==> src/rtl/core/assert_macros.svh <==
// Assertion helpers for the fault monitor.
// Every property is sampled on the rising clock edge and is off during reset.
`ifndef ASSERT_MACROS_SVH
`define ASSERT_MACROS_SVH

`ifndef NO_ASSERTIONS

// Check that a property holds at every clock edge.
`define AFM_ASSERT(name, prop, msg) \
   name: assert property (@(posedge clock) disable iff (reset) (prop)) else $error(msg);

// Check that a condition never occurs at any clock edge.
`define AFM_ASSERT_NEVER(name, cond, msg) \
   name: assert property (@(posedge clock) disable iff (reset) !(cond)) else $error(msg);

`else

`define AFM_ASSERT(name, prop, msg)

`define AFM_ASSERT_NEVER(name, cond, msg)

`endif

`endif

==> src/rtl/core/afm_pkg.sv <==
`timescale 1ns / 1ps
`default_nettype none

package afm_pkg;

   // Default sizes handed to the top level parameters.
   localparam int FEEDBACK_BITS_DEFAULT = 8;
   localparam int TIME_BITS_DEFAULT     = 48;
   localparam int QUEUE_DEPTH_DEFAULT   = 4;

   // Fixed field widths.
   localparam int GEN_BITS       = 32;
   localparam int COUNT_BITS     = 16;
   localparam int FLAG_BITS      = 5;
   localparam int MASK_BITS      = 8;
   localparam int AGE_BITS       = 32;
   localparam int FAULT_COUNT    = 6;
   localparam int EVENT_BITS     = FAULT_COUNT + 1;
   localparam int OUT_TIME_BITS  = 48;
   localparam int EMIT_BITS      = 3;
   localparam int CSR_INDEX_BITS = 4;
   localparam int CSR_DATA_BITS  = 32;

   // Positions in condition_flags.
   localparam int FLAG_CONFIG_OK   = 0;
   localparam int FLAG_BUS_OFF     = 1;
   localparam int FLAG_DRIVE_CRIT  = 2;
   localparam int FLAG_LOCAL_LIMIT = 3;
   localparam int FLAG_RECOVERED   = 4;

   // Configuration register indexes.
   localparam logic [CSR_INDEX_BITS-1:0] CSR_MAX_TIMEOUTS = 4'd0;
   localparam logic [CSR_INDEX_BITS-1:0] CSR_REQUIRED_FB  = 4'd1;
   localparam logic [CSR_INDEX_BITS-1:0] CSR_MAX_AGE      = 4'd2;
   localparam logic [CSR_INDEX_BITS-1:0] CSR_KNOWN_FB     = 4'd3;

   localparam logic [MASK_BITS-1:0] KNOWN_MASK_RESET = 8'hFF;

   // Result kinds.
   localparam logic KIND_EVENT  = 1'b0;
   localparam logic KIND_REPORT = 1'b1;

   // Event reasons; the fault reasons equal their bit position.
   localparam logic [2:0] REASON_CONFIG      = 3'd0;
   localparam logic [2:0] REASON_BUS_OFF     = 3'd1;
   localparam logic [2:0] REASON_TIMEOUT     = 3'd2;
   localparam logic [2:0] REASON_DRIVE_CRIT  = 3'd3;
   localparam logic [2:0] REASON_LOCAL_LIMIT = 3'd4;
   localparam logic [2:0] REASON_FEEDBACK    = 3'd5;
   localparam logic [2:0] REASON_INTEGRITY   = 3'd6;

   typedef enum logic [2:0] {
      ST_OK               = 3'd0,
      ST_LATCHED          = 3'd1,
      ST_ACTIVE           = 3'd2,
      ST_RECOVERY         = 3'd3,
      ST_INVALID_POLICY   = 3'd4,
      ST_CLOCK_REGRESSION = 3'd5,
      ST_INVALID_SAMPLE   = 3'd6
   } status_type;

   // One classified sample as it waits between the front and the back.
   typedef struct packed {
      logic [EVENT_BITS-1:0]    ev_mask;
      status_type               status;
      logic [FAULT_COUNT-1:0]   active;
      logic [FAULT_COUNT-1:0]   fresh;
      logic [OUT_TIME_BITS-1:0] evt_time;
      logic [OUT_TIME_BITS-1:0] now;
   } desc_type;

endpackage

`default_nettype wire

==> src/rtl/core/afm_ifs.sv <==
`timescale 1ns / 1ps
`default_nettype none

// Sample channel.
interface afm_req_if import afm_pkg::*; #(
   parameter int FEEDBACK_BITS = FEEDBACK_BITS_DEFAULT,
   parameter int TIME_BITS     = TIME_BITS_DEFAULT
) ();
   logic                     valid;
   logic                     ready;
   logic [TIME_BITS-1:0]     now_ms;
   logic [FEEDBACK_BITS-1:0] feedback_valid_bits;
   logic [GEN_BITS-1:0]      feedback_generation;
   logic [TIME_BITS-1:0]     feedback_sampled_ms;
   logic [TIME_BITS-1:0]     feedback_received_ms;
   logic [COUNT_BITS-1:0]    timeout_run;
   logic [COUNT_BITS-1:0]    timeout_total;
   logic [FLAG_BITS-1:0]     condition_flags;
   logic                     measurements_nonzero;

   modport source (
      output valid, now_ms, feedback_valid_bits, feedback_generation,
             feedback_sampled_ms, feedback_received_ms, timeout_run,
             timeout_total, condition_flags, measurements_nonzero,
      input  ready
   );
   modport sink (
      input  valid, now_ms, feedback_valid_bits, feedback_generation,
             feedback_sampled_ms, feedback_received_ms, timeout_run,
             timeout_total, condition_flags, measurements_nonzero,
      output ready
   );
endinterface

// Result channel.
interface afm_rsp_if import afm_pkg::*; ();
   logic                     valid;
   logic                     ready;
   logic                     item_kind;
   logic [2:0]               status_code;
   logic [FAULT_COUNT-1:0]   active_faults;
   logic [FAULT_COUNT-1:0]   new_faults;
   logic [2:0]               event_reason;
   logic [OUT_TIME_BITS-1:0] event_time_ms;
   logic [EMIT_BITS-1:0]     events_emitted;
   logic                     last_item;

   modport source (
      output valid, item_kind, status_code, active_faults, new_faults,
             event_reason, event_time_ms, events_emitted, last_item,
      input  ready
   );
   modport sink (
      input  valid, item_kind, status_code, active_faults, new_faults,
             event_reason, event_time_ms, events_emitted, last_item,
      output ready
   );
endinterface

// Configuration write channel.
interface afm_csr_if import afm_pkg::*; ();
   logic                      valid;
   logic                      ready;
   logic [CSR_INDEX_BITS-1:0] index;
   logic [CSR_DATA_BITS-1:0]  data;

   modport source (output valid, index, data, input ready);
   modport sink (input valid, index, data, output ready);
endinterface

`default_nettype wire

==> src/rtl/core/actuator_fault_monitor.sv <==
// In an idle block the first result of a sample passes through the queue and then the output register.
// A sample yields one result per fault bit that became active, or one integrity event,
// plus its report, so 1 to 7 results; the result port gives one result per cycle while
// rsp_ch.ready holds, and the queue (four entries by default) keeps taking samples meanwhile.
// Reset clears the queue, the output valid flag, the clock and fault state and the
// configuration registers to their reset values; no clearing pass is needed.
`timescale 1ns / 1ps
`default_nettype none
`include "assert_macros.svh"

module actuator_fault_monitor import afm_pkg::*; #(
   parameter int FEEDBACK_BITS = FEEDBACK_BITS_DEFAULT,
   parameter int TIME_BITS     = TIME_BITS_DEFAULT,
   parameter int QUEUE_DEPTH   = QUEUE_DEPTH_DEFAULT
) (
   input  wire logic  clock,
   input  wire logic  reset,
   afm_req_if.sink    req_ch,
   afm_rsp_if.source  rsp_ch,
   afm_csr_if.sink    csr_ch
);

   logic     q_push;
   logic     q_full;
   logic     q_pop;
   logic     q_empty;
   desc_type q_data;
   desc_type q_head;

   // Front end: checks and classifies each sample.
   afm_front #(
      .FEEDBACK_BITS (FEEDBACK_BITS),
      .TIME_BITS     (TIME_BITS)
   ) u_front (
      .clock  (clock),
      .reset  (reset),
      .req_ch (req_ch),
      .csr_ch (csr_ch),
      .q_full (q_full),
      .q_push (q_push),
      .q_data (q_data)
   );

   // Queue of classified samples.
   afm_queue #(
      .DEPTH (QUEUE_DEPTH)
   ) u_queue (
      .clock     (clock),
      .reset     (reset),
      .push      (q_push),
      .push_data (q_data),
      .full      (q_full),
      .pop       (q_pop),
      .head      (q_head),
      .empty     (q_empty)
   );

   // Back end: emits events and the report.
   afm_back u_back (
      .clock  (clock),
      .reset  (reset),
      .head   (q_head),
      .empty  (q_empty),
      .pop    (q_pop),
      .rsp_ch (rsp_ch)
   );

   `AFM_ASSERT_NEVER(a_pop_empty, q_pop && q_empty, "queue popped while empty")
   `AFM_ASSERT(a_fresh_subset, rsp_ch.valid |-> ((rsp_ch.new_faults & ~rsp_ch.active_faults) == '0), "new faults not within active faults")
   `AFM_ASSERT(a_integrity_status, (rsp_ch.valid && rsp_ch.item_kind == KIND_EVENT && rsp_ch.event_reason == REASON_INTEGRITY) |-> (rsp_ch.status_code == ST_RECOVERY || rsp_ch.status_code == ST_INVALID_POLICY || rsp_ch.status_code == ST_CLOCK_REGRESSION || rsp_ch.status_code == ST_INVALID_SAMPLE), "integrity event with fault status")

endmodule

`default_nettype wire

==> src/rtl/core/afm_front.sv <==
`timescale 1ns / 1ps
`default_nettype none

module afm_front import afm_pkg::*; #(
   parameter int FEEDBACK_BITS = FEEDBACK_BITS_DEFAULT,
   parameter int TIME_BITS     = TIME_BITS_DEFAULT
) (
   input  wire logic  clock,
   input  wire logic  reset,
   afm_req_if.sink    req_ch,
   afm_csr_if.sink    csr_ch,
   input  wire logic  q_full,
   output logic       q_push,
   output desc_type   q_data
);

   logic [COUNT_BITS-1:0] max_timeouts_ff;
   logic [MASK_BITS-1:0]  required_mask_ff;
   logic [AGE_BITS-1:0]   max_age_ff;
   logic [MASK_BITS-1:0]  known_mask_ff;

   logic                   started_ff;
   logic [TIME_BITS-1:0]   last_time_ff;
   logic [FAULT_COUNT-1:0] active_ff;

   logic [FEEDBACK_BITS-1:0] known;
   logic [FEEDBACK_BITS-1:0] required;
   logic [FEEDBACK_BITS-1:0] vbits;
   logic [TIME_BITS-1:0]     now;
   logic [TIME_BITS-1:0]     sampled;
   logic [TIME_BITS-1:0]     received;
   logic [TIME_BITS-1:0]     age;
   logic [FLAG_BITS-1:0]     flags;
   logic                     policy_bad;
   logic                     recovery_bad;
   logic                     clock_bad;
   logic                     sample_ok;
   logic                     clock_ok;
   logic [FAULT_COUNT-1:0]   cur;
   logic [FAULT_COUNT-1:0]   fresh;

   // Configuration writes are always taken; unknown indexes are dropped.
   assign csr_ch.ready = 1'b1;

   always_ff @(posedge clock) begin
      if (reset) begin
         max_timeouts_ff  <= '0;
         required_mask_ff <= '0;
         max_age_ff       <= '0;
         known_mask_ff    <= KNOWN_MASK_RESET;
      end else if (csr_ch.valid) begin
         unique case (csr_ch.index)
            CSR_MAX_TIMEOUTS: max_timeouts_ff  <= csr_ch.data[COUNT_BITS-1:0];
            CSR_REQUIRED_FB:  required_mask_ff <= csr_ch.data[MASK_BITS-1:0];
            CSR_MAX_AGE:      max_age_ff       <= csr_ch.data[AGE_BITS-1:0];
            CSR_KNOWN_FB:     known_mask_ff    <= csr_ch.data[MASK_BITS-1:0];
            default: ;
         endcase
      end
   end

   assign known    = FEEDBACK_BITS'(known_mask_ff);
   assign required = FEEDBACK_BITS'(required_mask_ff);
   assign vbits    = req_ch.feedback_valid_bits;
   assign now      = req_ch.now_ms;
   assign sampled  = req_ch.feedback_sampled_ms;
   assign received = req_ch.feedback_received_ms;
   assign flags    = req_ch.condition_flags;
   assign age      = now - received;

   // Integrity checks, in priority order.
   assign policy_bad = (max_timeouts_ff == '0) || (required == '0) ||
                       ((required & ~known) != '0) || (max_age_ff == '0);
   assign recovery_bad = !flags[FLAG_RECOVERED];
   assign clock_bad    = started_ff && (now < last_time_ff);
   assign clock_ok     = !policy_bad && !recovery_bad && !clock_bad;

   // Structural check of the sample.
   always_comb begin
      if (((vbits & ~known) != '0) || (req_ch.timeout_run > req_ch.timeout_total)) begin
         sample_ok = 1'b0;
      end else if (vbits == '0) begin
         sample_ok = (req_ch.feedback_generation == '0) && (sampled == '0) &&
                     (received == '0) && !req_ch.measurements_nonzero;
      end else begin
         sample_ok = (req_ch.feedback_generation != '0) && (received >= sampled) &&
                     (received <= now);
      end
   end

   // Fault conditions of this sample.
   always_comb begin
      cur    = '0;
      cur[0] = !flags[FLAG_CONFIG_OK];
      cur[1] = flags[FLAG_BUS_OFF];
      cur[2] = req_ch.timeout_run > max_timeouts_ff;
      cur[3] = flags[FLAG_DRIVE_CRIT];
      cur[4] = flags[FLAG_LOCAL_LIMIT];
      cur[5] = ((vbits & required) != required) || (age > TIME_BITS'(max_age_ff));
   end

   assign fresh = cur & ~active_ff;

   // Build the descriptor for the back end.
   always_comb begin
      q_data.ev_mask  = EVENT_BITS'(1) << REASON_INTEGRITY;
      q_data.active   = active_ff;
      q_data.fresh    = '0;
      q_data.evt_time = OUT_TIME_BITS'(now);
      q_data.now      = OUT_TIME_BITS'(now);
      if (policy_bad) begin
         q_data.status = ST_INVALID_POLICY;
      end else if (recovery_bad) begin
         q_data.status = ST_RECOVERY;
      end else if (clock_bad) begin
         q_data.status   = ST_CLOCK_REGRESSION;
         q_data.evt_time = OUT_TIME_BITS'(last_time_ff);
      end else if (!sample_ok) begin
         q_data.status = ST_INVALID_SAMPLE;
      end else begin
         q_data.ev_mask = {1'b0, fresh};
         q_data.active  = cur;
         q_data.fresh   = fresh;
         if (fresh != '0) begin
            q_data.status = ST_LATCHED;
         end else if (cur != '0) begin
            q_data.status = ST_ACTIVE;
         end else begin
            q_data.status = ST_OK;
         end
      end
   end

   assign req_ch.ready = !q_full;
   assign q_push       = req_ch.valid && !q_full;

   // Monitor state follows each accepted item that passes the policy, recovery and clock checks.
   always_ff @(posedge clock) begin
      if (reset) begin
         started_ff   <= 1'b0;
         last_time_ff <= '0;
         active_ff    <= '0;
      end else if (q_push && clock_ok) begin
         started_ff   <= 1'b1;
         last_time_ff <= now;
         if (sample_ok) begin
            active_ff <= cur;
         end
      end
   end

endmodule

`default_nettype wire

==> src/rtl/core/afm_queue.sv <==
`timescale 1ns / 1ps
`default_nettype none

module afm_queue import afm_pkg::*; #(
   parameter int DEPTH = QUEUE_DEPTH_DEFAULT
) (
   input  wire logic     clock,
   input  wire logic     reset,
   input  wire logic     push,
   input  wire desc_type push_data,
   output logic          full,
   input  wire logic     pop,
   output desc_type      head,
   output logic          empty
);

   localparam int PTR_BITS   = (DEPTH > 1) ? $clog2(DEPTH) : 1;
   localparam int COUNT_W    = $clog2(DEPTH + 1);
   localparam logic [PTR_BITS-1:0] LAST_PTR = PTR_BITS'(DEPTH - 1);

   desc_type            slots_ff [DEPTH];
   logic [PTR_BITS-1:0] wr_ptr_ff;
   logic [PTR_BITS-1:0] rd_ptr_ff;
   logic [COUNT_W-1:0]  count_ff;
   logic [PTR_BITS-1:0] wr_ptr_in;
   logic [PTR_BITS-1:0] rd_ptr_in;
   logic [COUNT_W-1:0]  count_in;

   assign full  = (count_ff == COUNT_W'(DEPTH));
   assign empty = (count_ff == '0);
   assign head  = slots_ff[rd_ptr_ff];

   // Pointer and fill count bookkeeping.
   always_comb begin
      wr_ptr_in = wr_ptr_ff;
      rd_ptr_in = rd_ptr_ff;
      count_in  = count_ff;
      if (push) begin
         wr_ptr_in = (wr_ptr_ff == LAST_PTR) ? '0 : wr_ptr_ff + 1'b1;
      end
      if (pop) begin
         rd_ptr_in = (rd_ptr_ff == LAST_PTR) ? '0 : rd_ptr_ff + 1'b1;
      end
      if (push && !pop) begin
         count_in = count_ff + 1'b1;
      end else if (pop && !push) begin
         count_in = count_ff - 1'b1;
      end
   end

   always_ff @(posedge clock) begin
      if (reset) begin
         wr_ptr_ff <= '0;
         rd_ptr_ff <= '0;
         count_ff  <= '0;
      end else begin
         wr_ptr_ff <= wr_ptr_in;
         rd_ptr_ff <= rd_ptr_in;
         count_ff  <= count_in;
      end
   end

   // Slot storage holds payload only.
   always_ff @(posedge clock) begin
      if (push) begin
         slots_ff[wr_ptr_ff] <= push_data;
      end
   end

endmodule

`default_nettype wire

==> src/rtl/core/afm_back.sv <==
`timescale 1ns / 1ps
`default_nettype none

module afm_back import afm_pkg::*; (
   input  wire logic     clock,
   input  wire logic     reset,
   input  wire desc_type head,
   input  wire logic     empty,
   output logic          pop,
   afm_rsp_if.source     rsp_ch
);

   logic                     started_ff;
   logic [EVENT_BITS-1:0]    rem_ff;
   logic [EMIT_BITS-1:0]     count_ff;
   logic                     valid_ff;
   logic                     kind_ff;
   status_type               status_ff;
   logic [FAULT_COUNT-1:0]   active_ff;
   logic [FAULT_COUNT-1:0]   fresh_ff;
   logic [2:0]               reason_ff;
   logic [OUT_TIME_BITS-1:0] time_ff;
   logic [EMIT_BITS-1:0]     emitted_ff;
   logic                     last_ff;

   logic                  started_in;
   logic [EVENT_BITS-1:0] rem_in;
   logic [EMIT_BITS-1:0]  count_in;
   logic                  valid_in;
   logic                  out_free;
   logic                  step;
   logic [EVENT_BITS-1:0] pend;
   logic [EVENT_BITS-1:0] low_bit;
   logic [2:0]            low_idx;

   assign out_free = !valid_ff || rsp_ch.ready;
   assign step     = !empty && out_free;
   assign pend     = started_ff ? rem_ff : head.ev_mask;
   assign low_bit  = pend & (~pend + 1'b1);
   assign pop      = step && (pend == '0);

   // Index of the lowest pending event, which is also its reason code.
   always_comb begin
      low_idx = REASON_CONFIG;
      for (int i = 0; i < EVENT_BITS; i++) begin
         if (low_bit[i]) begin
            low_idx = 3'(i);
         end
      end
   end

   // Sequencer: one event per pending bit, then the report.
   always_comb begin
      started_in = started_ff;
      rem_in     = rem_ff;
      count_in   = count_ff;
      valid_in   = valid_ff && !rsp_ch.ready;
      if (step) begin
         valid_in = 1'b1;
         if (pend != '0) begin
            started_in = 1'b1;
            rem_in     = pend & ~low_bit;
            count_in   = count_ff + 1'b1;
         end else begin
            started_in = 1'b0;
            rem_in     = '0;
            count_in   = '0;
         end
      end
   end

   always_ff @(posedge clock) begin
      if (reset) begin
         started_ff <= 1'b0;
         rem_ff     <= '0;
         count_ff   <= '0;
         valid_ff   <= 1'b0;
      end else begin
         started_ff <= started_in;
         rem_ff     <= rem_in;
         count_ff   <= count_in;
         valid_ff   <= valid_in;
      end
   end

   // Output register payload.
   always_ff @(posedge clock) begin
      if (step) begin
         status_ff <= head.status;
         active_ff <= head.active;
         fresh_ff  <= head.fresh;
         if (pend != '0) begin
            kind_ff    <= KIND_EVENT;
            reason_ff  <= low_idx;
            time_ff    <= head.evt_time;
            emitted_ff <= '0;
            last_ff    <= 1'b0;
         end else begin
            kind_ff    <= KIND_REPORT;
            reason_ff  <= REASON_CONFIG;
            time_ff    <= head.now;
            emitted_ff <= count_ff;
            last_ff    <= 1'b1;
         end
      end
   end

   assign rsp_ch.valid          = valid_ff;
   assign rsp_ch.item_kind      = kind_ff;
   assign rsp_ch.status_code    = status_ff;
   assign rsp_ch.active_faults  = active_ff;
   assign rsp_ch.new_faults     = fresh_ff;
   assign rsp_ch.event_reason   = reason_ff;
   assign rsp_ch.event_time_ms  = time_ff;
   assign rsp_ch.events_emitted = emitted_ff;
   assign rsp_ch.last_item      = last_ff;

endmodule

`default_nettype wire
==> src/flat_wrapper.sv <==
// flat-port wrapper written by rule: the top's interface ports become plain ports
module actuator_fault_monitor_flat import afm_pkg::*;
#(
   parameter int FEEDBACK_BITS = FEEDBACK_BITS_DEFAULT,
   parameter int TIME_BITS     = TIME_BITS_DEFAULT,
   parameter int QUEUE_DEPTH   = QUEUE_DEPTH_DEFAULT
)
  (clock, reset, req_ch_valid, req_ch_now_ms, req_ch_feedback_valid_bits, req_ch_feedback_generation, req_ch_feedback_sampled_ms, req_ch_feedback_received_ms, req_ch_timeout_run, req_ch_timeout_total, req_ch_condition_flags, req_ch_measurements_nonzero, req_ch_ready, rsp_ch_valid, rsp_ch_item_kind, rsp_ch_status_code, rsp_ch_active_faults, rsp_ch_new_faults, rsp_ch_event_reason, rsp_ch_event_time_ms, rsp_ch_events_emitted, rsp_ch_last_item, rsp_ch_ready, csr_ch_valid, csr_ch_index, csr_ch_data, csr_ch_ready);
  afm_req_if #(.FEEDBACK_BITS(FEEDBACK_BITS), .TIME_BITS(TIME_BITS)) req_ch_i ();
  afm_rsp_if rsp_ch_i ();
  afm_csr_if csr_ch_i ();
  input  wire logic clock;
  input  wire logic reset;
  input wire logic [$bits(req_ch_i.valid)-1:0] req_ch_valid;
  input wire logic [$bits(req_ch_i.now_ms)-1:0] req_ch_now_ms;
  input wire logic [$bits(req_ch_i.feedback_valid_bits)-1:0] req_ch_feedback_valid_bits;
  input wire logic [$bits(req_ch_i.feedback_generation)-1:0] req_ch_feedback_generation;
  input wire logic [$bits(req_ch_i.feedback_sampled_ms)-1:0] req_ch_feedback_sampled_ms;
  input wire logic [$bits(req_ch_i.feedback_received_ms)-1:0] req_ch_feedback_received_ms;
  input wire logic [$bits(req_ch_i.timeout_run)-1:0] req_ch_timeout_run;
  input wire logic [$bits(req_ch_i.timeout_total)-1:0] req_ch_timeout_total;
  input wire logic [$bits(req_ch_i.condition_flags)-1:0] req_ch_condition_flags;
  input wire logic [$bits(req_ch_i.measurements_nonzero)-1:0] req_ch_measurements_nonzero;
  output wire logic [$bits(req_ch_i.ready)-1:0] req_ch_ready;
  output wire logic [$bits(rsp_ch_i.valid)-1:0] rsp_ch_valid;
  output wire logic [$bits(rsp_ch_i.item_kind)-1:0] rsp_ch_item_kind;
  output wire logic [$bits(rsp_ch_i.status_code)-1:0] rsp_ch_status_code;
  output wire logic [$bits(rsp_ch_i.active_faults)-1:0] rsp_ch_active_faults;
  output wire logic [$bits(rsp_ch_i.new_faults)-1:0] rsp_ch_new_faults;
  output wire logic [$bits(rsp_ch_i.event_reason)-1:0] rsp_ch_event_reason;
  output wire logic [$bits(rsp_ch_i.event_time_ms)-1:0] rsp_ch_event_time_ms;
  output wire logic [$bits(rsp_ch_i.events_emitted)-1:0] rsp_ch_events_emitted;
  output wire logic [$bits(rsp_ch_i.last_item)-1:0] rsp_ch_last_item;
  input wire logic [$bits(rsp_ch_i.ready)-1:0] rsp_ch_ready;
  input wire logic [$bits(csr_ch_i.valid)-1:0] csr_ch_valid;
  input wire logic [$bits(csr_ch_i.index)-1:0] csr_ch_index;
  input wire logic [$bits(csr_ch_i.data)-1:0] csr_ch_data;
  output wire logic [$bits(csr_ch_i.ready)-1:0] csr_ch_ready;
  assign req_ch_i.valid = req_ch_valid;
  assign req_ch_i.now_ms = req_ch_now_ms;
  assign req_ch_i.feedback_valid_bits = req_ch_feedback_valid_bits;
  assign req_ch_i.feedback_generation = req_ch_feedback_generation;
  assign req_ch_i.feedback_sampled_ms = req_ch_feedback_sampled_ms;
  assign req_ch_i.feedback_received_ms = req_ch_feedback_received_ms;
  assign req_ch_i.timeout_run = req_ch_timeout_run;
  assign req_ch_i.timeout_total = req_ch_timeout_total;
  assign req_ch_i.condition_flags = req_ch_condition_flags;
  assign req_ch_i.measurements_nonzero = req_ch_measurements_nonzero;
  assign req_ch_ready = req_ch_i.ready;
  assign rsp_ch_valid = rsp_ch_i.valid;
  assign rsp_ch_item_kind = rsp_ch_i.item_kind;
  assign rsp_ch_status_code = rsp_ch_i.status_code;
  assign rsp_ch_active_faults = rsp_ch_i.active_faults;
  assign rsp_ch_new_faults = rsp_ch_i.new_faults;
  assign rsp_ch_event_reason = rsp_ch_i.event_reason;
  assign rsp_ch_event_time_ms = rsp_ch_i.event_time_ms;
  assign rsp_ch_events_emitted = rsp_ch_i.events_emitted;
  assign rsp_ch_last_item = rsp_ch_i.last_item;
  assign rsp_ch_i.ready = rsp_ch_ready;
  assign csr_ch_i.valid = csr_ch_valid;
  assign csr_ch_i.index = csr_ch_index;
  assign csr_ch_i.data = csr_ch_data;
  assign csr_ch_ready = csr_ch_i.ready;
  actuator_fault_monitor #(.FEEDBACK_BITS(FEEDBACK_BITS), .TIME_BITS(TIME_BITS), .QUEUE_DEPTH(QUEUE_DEPTH)) u_core (.clock(clock), .reset(reset), .req_ch(req_ch_i), .rsp_ch(rsp_ch_i), .csr_ch(csr_ch_i));
endmodule
==> config.mk <==
export PLATFORM = sky130hd
export DESIGN_NAME = actuator_fault_monitor_flat
export DESIGN_NICKNAME = d
export VERILOG_FILES = /design/src/rtl/core/afm_pkg.sv /design/src/rtl/core/afm_ifs.sv /design/src/rtl/core/actuator_fault_monitor.sv /design/src/rtl/core/afm_front.sv /design/src/rtl/core/afm_queue.sv /design/src/rtl/core/afm_back.sv /design/src/flat_wrapper.sv
export VERILOG_INCLUDE_DIRS = /design/src /design/src/rtl/core
export SDC_FILE = /design/constraint.sdc
export NUM_CORES = 1
export LEC_CHECK = 0
export CAP_MARGIN = 20
export CELL_PAD_IN_SITES_DETAIL_PLACEMENT = 2
export CELL_PAD_IN_SITES_GLOBAL_PLACEMENT = 2
export CORE_MARGIN = 2
export CORE_UTILIZATION = 48
export CTS_BUF_LIST = sky130_fd_sc_hd__clkbuf_8
export DETAILED_ROUTE_END_ITERATION = 8
export DONT_BUFFER_PORTS = 1
export HOLD_SLACK_MARGIN = 0.03
export PLACE_DENSITY = 0.85
export SETUP_SLACK_MARGIN = 0.05
export SLEW_MARGIN = 15
export SYNTH_ARGS = -nofsm -noshare
export SYNTH_HDL_FRONTEND = slang
export SYNTH_SLANG_ARGS = --single-unit
==> constraint.sdc <==
create_clock -name clock -period 10.9 [get_ports clock]
set_clock_uncertainty 0.15 [all_clocks]
set_input_delay 0.545 -clock clock [delete_from_list [all_inputs] [get_ports clock]]
set_output_delay 0.545 -clock clock [all_outputs]
set_load 0.005 [all_outputs]
==> out/metrics.cfg, run 1 <==
[run_status]
outcome=completed

[setup_path]
reg2reg_slack_ns=4.47
path_cells=inv_1 -> ha_1 -> a21o_1 -> a21o_1 -> a21oi_1 -> o2111ai_1 -> a2111oi_0 -> nand2_1 -> o21ai_1 -> nand3_2 -> buf_4 -> buf_12 -> o21ai_0
critical_path.slowest_cell=a2111oi_0
cp.required_ns=11.20
startpoint_type=flip-flop
r2r_start=u_core.u_front.last_time_ff[41]$_SDFFE_PP0P_
critical_path_peak_fanout=52
worstSetupPathType=flip-flop to flip-flop
reg2reg_depth=13
max_stage_delay_ns=1.00
cp.buffers_inverters=3
crit_top_cell=a21o_1
worst_ep_arrival_time_ns=6.73
cp_top_family=compound AO/OA/AOI/OAI gates
reg2reg_to=u_core.u_queue.slots_ff[1][53]$_DFFE_PP_
end_kind=flip-flop

[synthesis]
synth.area.top_cells=edfxtp_1 48%, dfxtp_1 8.5%, ha_1 8.2%
syn_inst=2809
ys_types=78
synth_commonest_cells=518 x edfxtp_1, 492 x nand2_1, 251 x inv_1
yosysSeqAreaShare_pct=56.1
ys_seq_elements=657
synth-async-reset-ratio_pct=0
avgSynthCellArea_um2=11.6
yosys.cell_count.top_type=edfxtp_1
synth_flop_cell=edfxtp_1
netlist.area_leader.share_pct=47.6
synth_edf_count=518
syn_area_um2=32700
ys_warn_count=0
synth_nets=3288
yosys.area.top_type=edfxtp_1

[power_and_ir_drop]
leakage_uw=0.0133
finalPower_uw=7120
peakVddDrop_uv=107
powerDensity_nw_per_um2=194

[global_route]
grt_pass1_vias=30200
grt_pass1_wl_mm=236
grt_max_degree=138
antenna_found_initial=19
grtUsageTotal_pct=47.5
globalRouteOverflowTotal=0

[cts]
clock_sinks=657
clk_pin_slew_ns=0.07
clk_latency_ns=0.86
postCtsSetupBuffers=0
cts_root_buf=clkbuf_8
clk_path_buf_depth=3
htreeDepth=3
cts_tree=built
cts_buffers=108

[drt]
wl_mm=169
vias=28200
viasPerCell=7.25
ant_nets=0
drt-initial-drc-count=4200
drt_first_pass_iters=6
drc=0
wl_per_cell_um=43.3

[hold_path]
hp-class=input port to flip-flop
whs_endpoint=u_core.u_queue.slots_ff[2][70]$_DFFE_PP_
min_path_cells=2
hold_start=req_ch_now_ms[22]

[die]
core-area_um2=67300
die_area_um2=70200
start_util_pct=48.6
die_w_um=265
fp.dieH_um=265
io_pins=337
std_cell_rows=95

[sta]
rsz0062_at_grt=no
report.final.slew_viol_count=0
fin_ws_ns=4.47
worst_pin_slew_ns=1.19
tns_ns=0
fin_crit_sh_pct=59.0
finalCriticalPeriod_ns=6.43
clock.fmax_ghz=0.155
max-slew-margin-rel_pct=20.7
finalSetupViolations=0
hold_violations=0

[place]
io_buffers=0
dp_hpwl_mm=93.2
place.gp.congestion=0.983
pre_cts_ws_ns=5.00

[final_layout]
drive_gt1_share_pct=10.4
nets=3401
post-route-util_pct=54.4
syn2layout_area_growth_pct=12.0

[job]
cap_viol_max_count=0

==> cell usage in the layout (no fill, tap or decap), drive strengths merged, types with 12 or more instances in the layout <==
master	instances
dlygate4sd3	90
or3	13
dfxtp	139
ha	214
nor2	98
edfxtp	518
a21o	42
clkinv	34
inv	294
nand3	26
xnor2	22
nand2b	22
mux4	112
o21a	14
o211ai	16
a21oi	231
buf	22
o21ai	130
xor2	15
nand4	62
mux2i	20
nor2b	18
and2	12
clkbuf	121
nand2	492
nor4	57
and3	12
nor3	28
==> registers in the layout (all words and copies together), names as in the netlist, 2 cells and up, named ones only <==
| name | cells |
|---|---|
| u_core.u_queue.slots_ff | 448 |
| u_core.u_back.rsp_ch.event_time_ms | 48 |
| u_core.u_front.last_time_ff | 48 |
| u_core.u_front.max_age_ff | 32 |
| u_core.u_front.max_timeouts_ff | 16 |
| u_core.u_front.known | 8 |
| u_core.u_front.required | 8 |
| u_core.u_back.rem_ff | 6 |
| u_core.u_back.rsp_ch.active_faults | 6 |
| u_core.u_back.rsp_ch.new_faults | 6 |
| u_core.u_front.active_ff | 6 |
| u_core.u_back.count_ff | 3 |
| u_core.u_back.rsp_ch.event_reason | 3 |
| u_core.u_back.rsp_ch.events_emitted | 3 |
| u_core.u_back.rsp_ch.status_code | 3 |
| u_core.u_queue.count_ff | 3 |
| u_core.u_queue.rd_ptr_ff | 2 |
| u_core.u_queue.wr_ptr_ff | 2 |
==> power breakdown <==
group | internal (uW) | switching, uW | leakage, uW
Sequential | 3110 | 267 | 0.00594
Clock | 1050 | 1360 | 0.00121
Combinational | 389 | 942 | 0.00618
==> worst max-delay path by stage <==
stage	start	to	slack (ns)	cells past startpoint
floorplan	req_ch_feedback_received_ms[20]	u_core.u_queue.slots_ff[0][107]$_DFFE_PP_	6.09	20
finish	u_core.u_front.last_time_ff[41]$_SDFFE_PP0P_	u_core.u_queue.slots_ff[1][53]$_DFFE_PP_	4.47	13
global route	u_core.u_front.last_time_ff[41]$_SDFFE_PP0P_	u_core.u_queue.slots_ff[3][83]$_DFFE_PP_	4.82	13
CTS	flip-flop	u_core.u_queue.count_ff[2]$_SDFFE_PP0P_	5.34	15
global placement	req_ch_now_ms[0]	u_core.u_queue.slots_ff[0][107]$_DFFE_PP_	5.23	21
detailed placement	req_ch_now_ms[0]	u_core.u_queue.slots_ff[0][107]$_DFFE_PP_	5.00	21
==> per-layer routing <==
layer	up-vias	share of wire, %	global-route usage (%)
li1	10600	-	-
met1	14000	33	53.5
met2	2628	46	76.9
met3	947	11	14.6
met4	10	9.1	34.1
met5	-	0.037	0
==> area by class of cell <==
type / instances / area (um2)
antenna: 10 / 25.0
clock buffer: 121 / 1670
clock inverter: 77 / 395
fill: 6391 / 30700
inverter: 253 / 951
multi-input combinational: 1790 / 13000
sequential: 657 / 18300
tap: 873 / 1090
timing repair buffer: 112 / 1140
==> cells by family after synthesis <==
kind of cell	share of synthesized area (%)
compound gates	9.53
xor+xnor	0.991
fa+ha+maj	8.31
buf+inv	4.26
flops	56.1
mux	8.57
other cells	0.0115
simple gates	12.3
==> stage by stage <==
stage / cells / hold slack (ns) / cell area [um2]
3_5_place_dp: 3590 / 0.314 / 33500
6_report: 3893 / 0.0249 / 36600
3_3_place_gp: 3590 / 0.284 / 33500
2_1_floorplan: 2809 / 0.276 / 32700
4_1_cts: 3877 / 0.0305 / 36500
5_1_grt: 3884 / 0.0438 / 36600
==> timing repair <==
action	4_1_cts	5_1_grt
gates resized for setup	0	0
endpoints found under the hold margin	417	7
hold buffers	89	2
(Power assumes the default switching activity.)
==> run 2: changes to the inputs <==
ABC_AREA = 1   (was not set)
CORE_UTILIZATION = 37   (was 48)
PLACE_DENSITY = 0.75   (was 0.85)
clock period = 5.9 ns   (was 10.9 ns; I/O delays follow)
==> run 2 against run 1 <==
  * Utilization is 12 points lower
  * Register-to-register slack worse by 3.6 ns
  * Area after synthesis is 2.8% higher
  * Sequential cell count stayed put
  * Worst hold slack better by 0.13 ns
  * Count of clock-buffer cells in the layout is 8 higher
  * First-iteration DRC count is 57% lower
  * Critical path depth is 4 higher
  * Via count is 0.32% higher
  * Total power is 59% higher
  * Critical path type unchanged
  * Critical endpoint is now u_core.u_front.active_ff[5]$_SDFFE_PP0P_
  * Largest cell class unchanged
  * Largest power group unchanged
==> out/metrics.cfg, run 2 <==
[power_and_ir_drop]
p_comb_share_pct=14.7  ; was 18.7%
peakVddDrop_uv=173  ; was 107 uV
p_switching_uw=3320  ; was 2570 uW
intPower_uw=8010  ; was 4550 uW
leakage_uw=0.0153  ; was 0.0133 uW
clockPowerShare_pct=36.2  ; was 33.9%
powerDensity_nw_per_um2=296  ; was 194 nW/um2
p_sw_share_pct=29.3  ; was 36.1%
p_seq_share_pct=49.2  ; was 47.4%

[sta]
whs_ns=0.152  ; was 0.0249 ns
tns_ns=0  ; unchanged
hold_violations=0  ; unchanged
finalSetupViolations=0  ; unchanged
report.final.slew_viol_count=0  ; unchanged
worst_pin_slew_ns=1.27  ; was 1.19 ns
max-slew-margin-rel_pct=14.7  ; was 20.7%
fin_crit_sh_pct=85.6  ; was 59.0%
clock.fmax_ghz=0.198  ; was 0.155 GHz
rsz0062_at_grt=no  ; unchanged
finalCriticalPeriod_ns=5.05  ; was 6.43 ns

[setup_path]
worst_ep_arrival_time_ns=5.53  ; was 6.73 ns
cp.required_ns=6.38  ; was 11.20 ns
reg2reg_slack_ns=0.85  ; was 4.47 ns
reg2reg_to=u_core.u_front.active_ff[5]$_SDFFE_PP0P_  ; was u_core.u_queue.slots_ff[1][53]$_DFFE_PP_
worstSetupPathType=flip-flop to flip-flop  ; unchanged
end_kind=flip-flop  ; unchanged
crit_start=u_core.u_front.last_time_ff[47]$_SDFFE_PP0P_  ; was u_core.u_front.last_time_ff[41]$_SDFFE_PP0P_
critical_path_peak_fanout=46  ; was 52
reg2reg_depth=17  ; was 13
startpoint_type=flip-flop  ; unchanged
r2r_start=u_core.u_front.last_time_ff[47]$_SDFFE_PP0P_  ; was u_core.u_front.last_time_ff[41]$_SDFFE_PP0P_
crit_path_end=u_core.u_front.active_ff[5]$_SDFFE_PP0P_  ; was u_core.u_queue.slots_ff[1][53]$_DFFE_PP_

[drt]
viasPerCell=5.55  ; was 7.25
drt-initial-drc-count=1822  ; was 4,200
wl_mm=132  ; was 169 mm
vias=28300  ; was 28,200
drc=0  ; unchanged
wl_per_cell_um=25.9  ; was 43.3 um
ant_nets=0  ; unchanged
drt_first_pass_iters=5  ; was 6

[global_route]
grt_pass1_wl_mm=197  ; was 236 mm
grt_max_degree=113  ; was 138
antenna_found_initial=23  ; was 19
use_met1_pct=34.5  ; was 53.5%
grtUsageMet2_pct=49.2  ; was 76.9%
globalRouteOverflowTotal=0  ; unchanged
grtUsageTotal_pct=27.8  ; was 47.5%
grt_pass1_vias=31200  ; was 30,200
gr-usage-met3_pct=4.33  ; was 14.6%
busiest_layer=met2  ; unchanged

[synthesis]
netlist.area_leader.share_pct=46.3  ; was 47.6%
syn_area_um2=33600  ; was 32,700 um2
synth.area.top_cells=edfxtp_1 46%, dfxtp_1 8.3%, ha_1 8.0%  ; was edfxtp_1 48%, dfxtp_1 8.5%, ha_1 8.2%
yosys.cell_count.top_type=nand2_1  ; was edfxtp_1
ys_types=48  ; was 78
ys_warn_count=0  ; unchanged
avgSynthCellArea_um2=9.11  ; was 11.6 um2
syn_inst=3689  ; was 2,809
synth_flop_cell=edfxtp_1  ; unchanged
ys_seq_elements=657  ; unchanged
synth-async-reset-ratio_pct=0  ; unchanged
synth_edf_count=518  ; unchanged
yosysSeqAreaShare_pct=54.5  ; was 56.1%
synth_commonest_cells=591 x nand2_1, 518 x edfxtp_1, 498 x nor2_1  ; was 518 x edfxtp_1, 492 x nand2_1, 251 x inv_1
synth_nets=4168  ; was 3,288
yosys.area.top_type=edfxtp_1  ; unchanged

[die]
io_pins=337  ; unchanged
start_util_pct=37.4  ; was 48.6%
die_w_um=305  ; was 265 um
fp.dieH_um=305  ; was 265 um
die_area_um2=93300  ; was 70,200 um2
core-area_um2=90000  ; was 67,300 um2
std_cell_rows=110  ; was 95

[final_layout]
largest_register_ffs=448  ; unchanged
nets=4300  ; was 3,401
drive_gt1_share_pct=5.46  ; was 10.4%
post-route-util_pct=42.6  ; was 54.4%
layout_commonest_cell=nand2_1  ; was edfxtp_1
n_fill_cell=9876  ; was 6,391
mostFrequentLayoutCells=589 x nand2_1, 539 x inv_1, 518 x edfxtp_1  ; was 518 x edfxtp_1, 492 x nand2_1, 288 x inv_1
top_register=u_core.u_queue.slots_ff  ; unchanged
syn2layout_area_growth_pct=14.0  ; was 12.0%

[cts]
cts_buffers=113  ; was 108
cts_root_buf=clkbuf_8  ; unchanged
cts_tree=built  ; unchanged
htreeDepth=3  ; unchanged
clk_path_buf_depth=3  ; unchanged
clock_sinks=657  ; unchanged
clk_pin_slew_ns=0.07  ; about the same
clk_latency_ns=0.78  ; was 0.86 ns

[hold_path]
hp-class=input port to flip-flop  ; unchanged

[place]
place.gp.congestion=0.915  ; was 0.983
dp_hpwl_mm=88.0  ; was 93.2 mm
io_buffers=0  ; unchanged

[run_status]
outcome=completed  ; unchanged

[job]
cap_viol_max_count=0  ; unchanged

## run 2: changes by cell type after synthesis, sizes merged, moves of 22 or more
| cell | delta |
|---|---|
| a21o | -41 |
| a31oi | +47 |
| inv | +246 |
| mux4 | -112 |
| nand2 | +102 |
| nand2b | -22 |
| nand3 | +70 |
| nor2 | +407 |
| o21ai | +287 |
| o22ai | +56 |
## run 2: power groups by stage
stage	Sequential, uW	Clock [uW]	Combinational, uW
3_5_place_dp	5670	0	1530
2_1_floorplan	5650	0	996
3_3_place_gp	5630	0	1470
6_report	5570	4100	1660
5_1_grt	5600	4400	1850
4_1_cts	5580	4190	1650
## run 2: cells by family (layout without fill, tap and decap cells)
logic type | after synthesis | after routing | synth area share (%)
AND/OR/NAND/NOR | 1326 | 1326 | 16.2
flip-flops | 657 | 657 | 54.5
other | 1 | 7 | 0.0112
XOR/XNOR | 31 | 31 | 0.808
adder cells (fa/ha/maj) | 216 | 216 | 8.08
buffers and inverters | 633 | 865 | 7.31
AO/OA/AOI/OAI | 825 | 825 | 13.1
## run 2: worst min-delay path by stage
stage	from	end	slack [ns]	cells past startpoint
floorplan	reset	u_core.u_queue.wr_ptr_ff[0]$_SDFFE_PP0P_	0.22	1
global placement	reset	u_core.u_front.active_ff[2]$_SDFFE_PP0P_	0.22	1
detailed placement	reset	u_core.u_front.active_ff[5]$_SDFFE_PP0P_	0.23	1
CTS	csr_ch_index[0]	u_core.u_front.known[5]$_SDFFE_PP1P_	0.03	3
global route	csr_ch_data[16]	u_core.u_front.max_age_ff[16]$_SDFFE_PP0P_	0.13	3
finish	req_ch_feedback_valid_bits[5]	u_core.u_front.active_ff[2]$_SDFFE_PP0P_	0.15	8
## run 2: final cells by class
class / instances / area (um2) / share of cell area [%]
antenna: 6 / 15.0 / 0.0392
tap: 1176 / 1470 / 3.84
timing repair buffer: 151 / 1520 / 3.97
multi-input combinational: 2399 / 12900 / 33.6
inverter: 499 / 1880 / 4.91
sequential: 657 / 18300 / 47.9
clock buffer: 129 / 1780 / 4.63
clock inverter: 86 / 437 / 1.14
## run 2: timing repair
item | 4_1_cts | 5_1_grt
buffers inserted | 0 | 0
hold endpoints to repair | 584 | 4
hold buffers | 121 | 3
gates resized for setup | 0 | 0
## run 2: metal layers
metal	routed length, um	vias to the layer above
met5	23	-
met4	4180	4
met3	6650	241
met2	66300	762
met1	55000	14400
li1	-	12900
## run 2: critical path, stage by stage (launching register included)
cell           delay, ns
dfxtp_1             0.31
inv_1               0.07
ha_1                0.30
nand2_1             0.09
inv_1               0.08
nand3_1             0.08
nor3_1              0.28
inv_1               0.07
nor4_1              0.69
and3_1              0.36
nand2_1             0.09
nand3_1             0.26
nand2_2             0.61
inv_2               0.43
nand2_1             0.26
nand2_1             0.12
a21oi_1             0.06
dlygate4sd3_1       0.59
## run 2: per-stage QoR
step | instances | power [uW] | worst slack, ns | instance area (um2)
finish | 5103 | 11300 | 0.850 | 38300
detailed placement | 4756 | 7200 | 1.02 | 34800
global placement | 4756 | 7110 | 1.24 | 34800
floorplan | 3689 | 6640 | -0.224 | 33600
CTS | 5092 | 11400 | 0.857 | 38200
global route | 5099 | 11800 | 0.541 | 38300
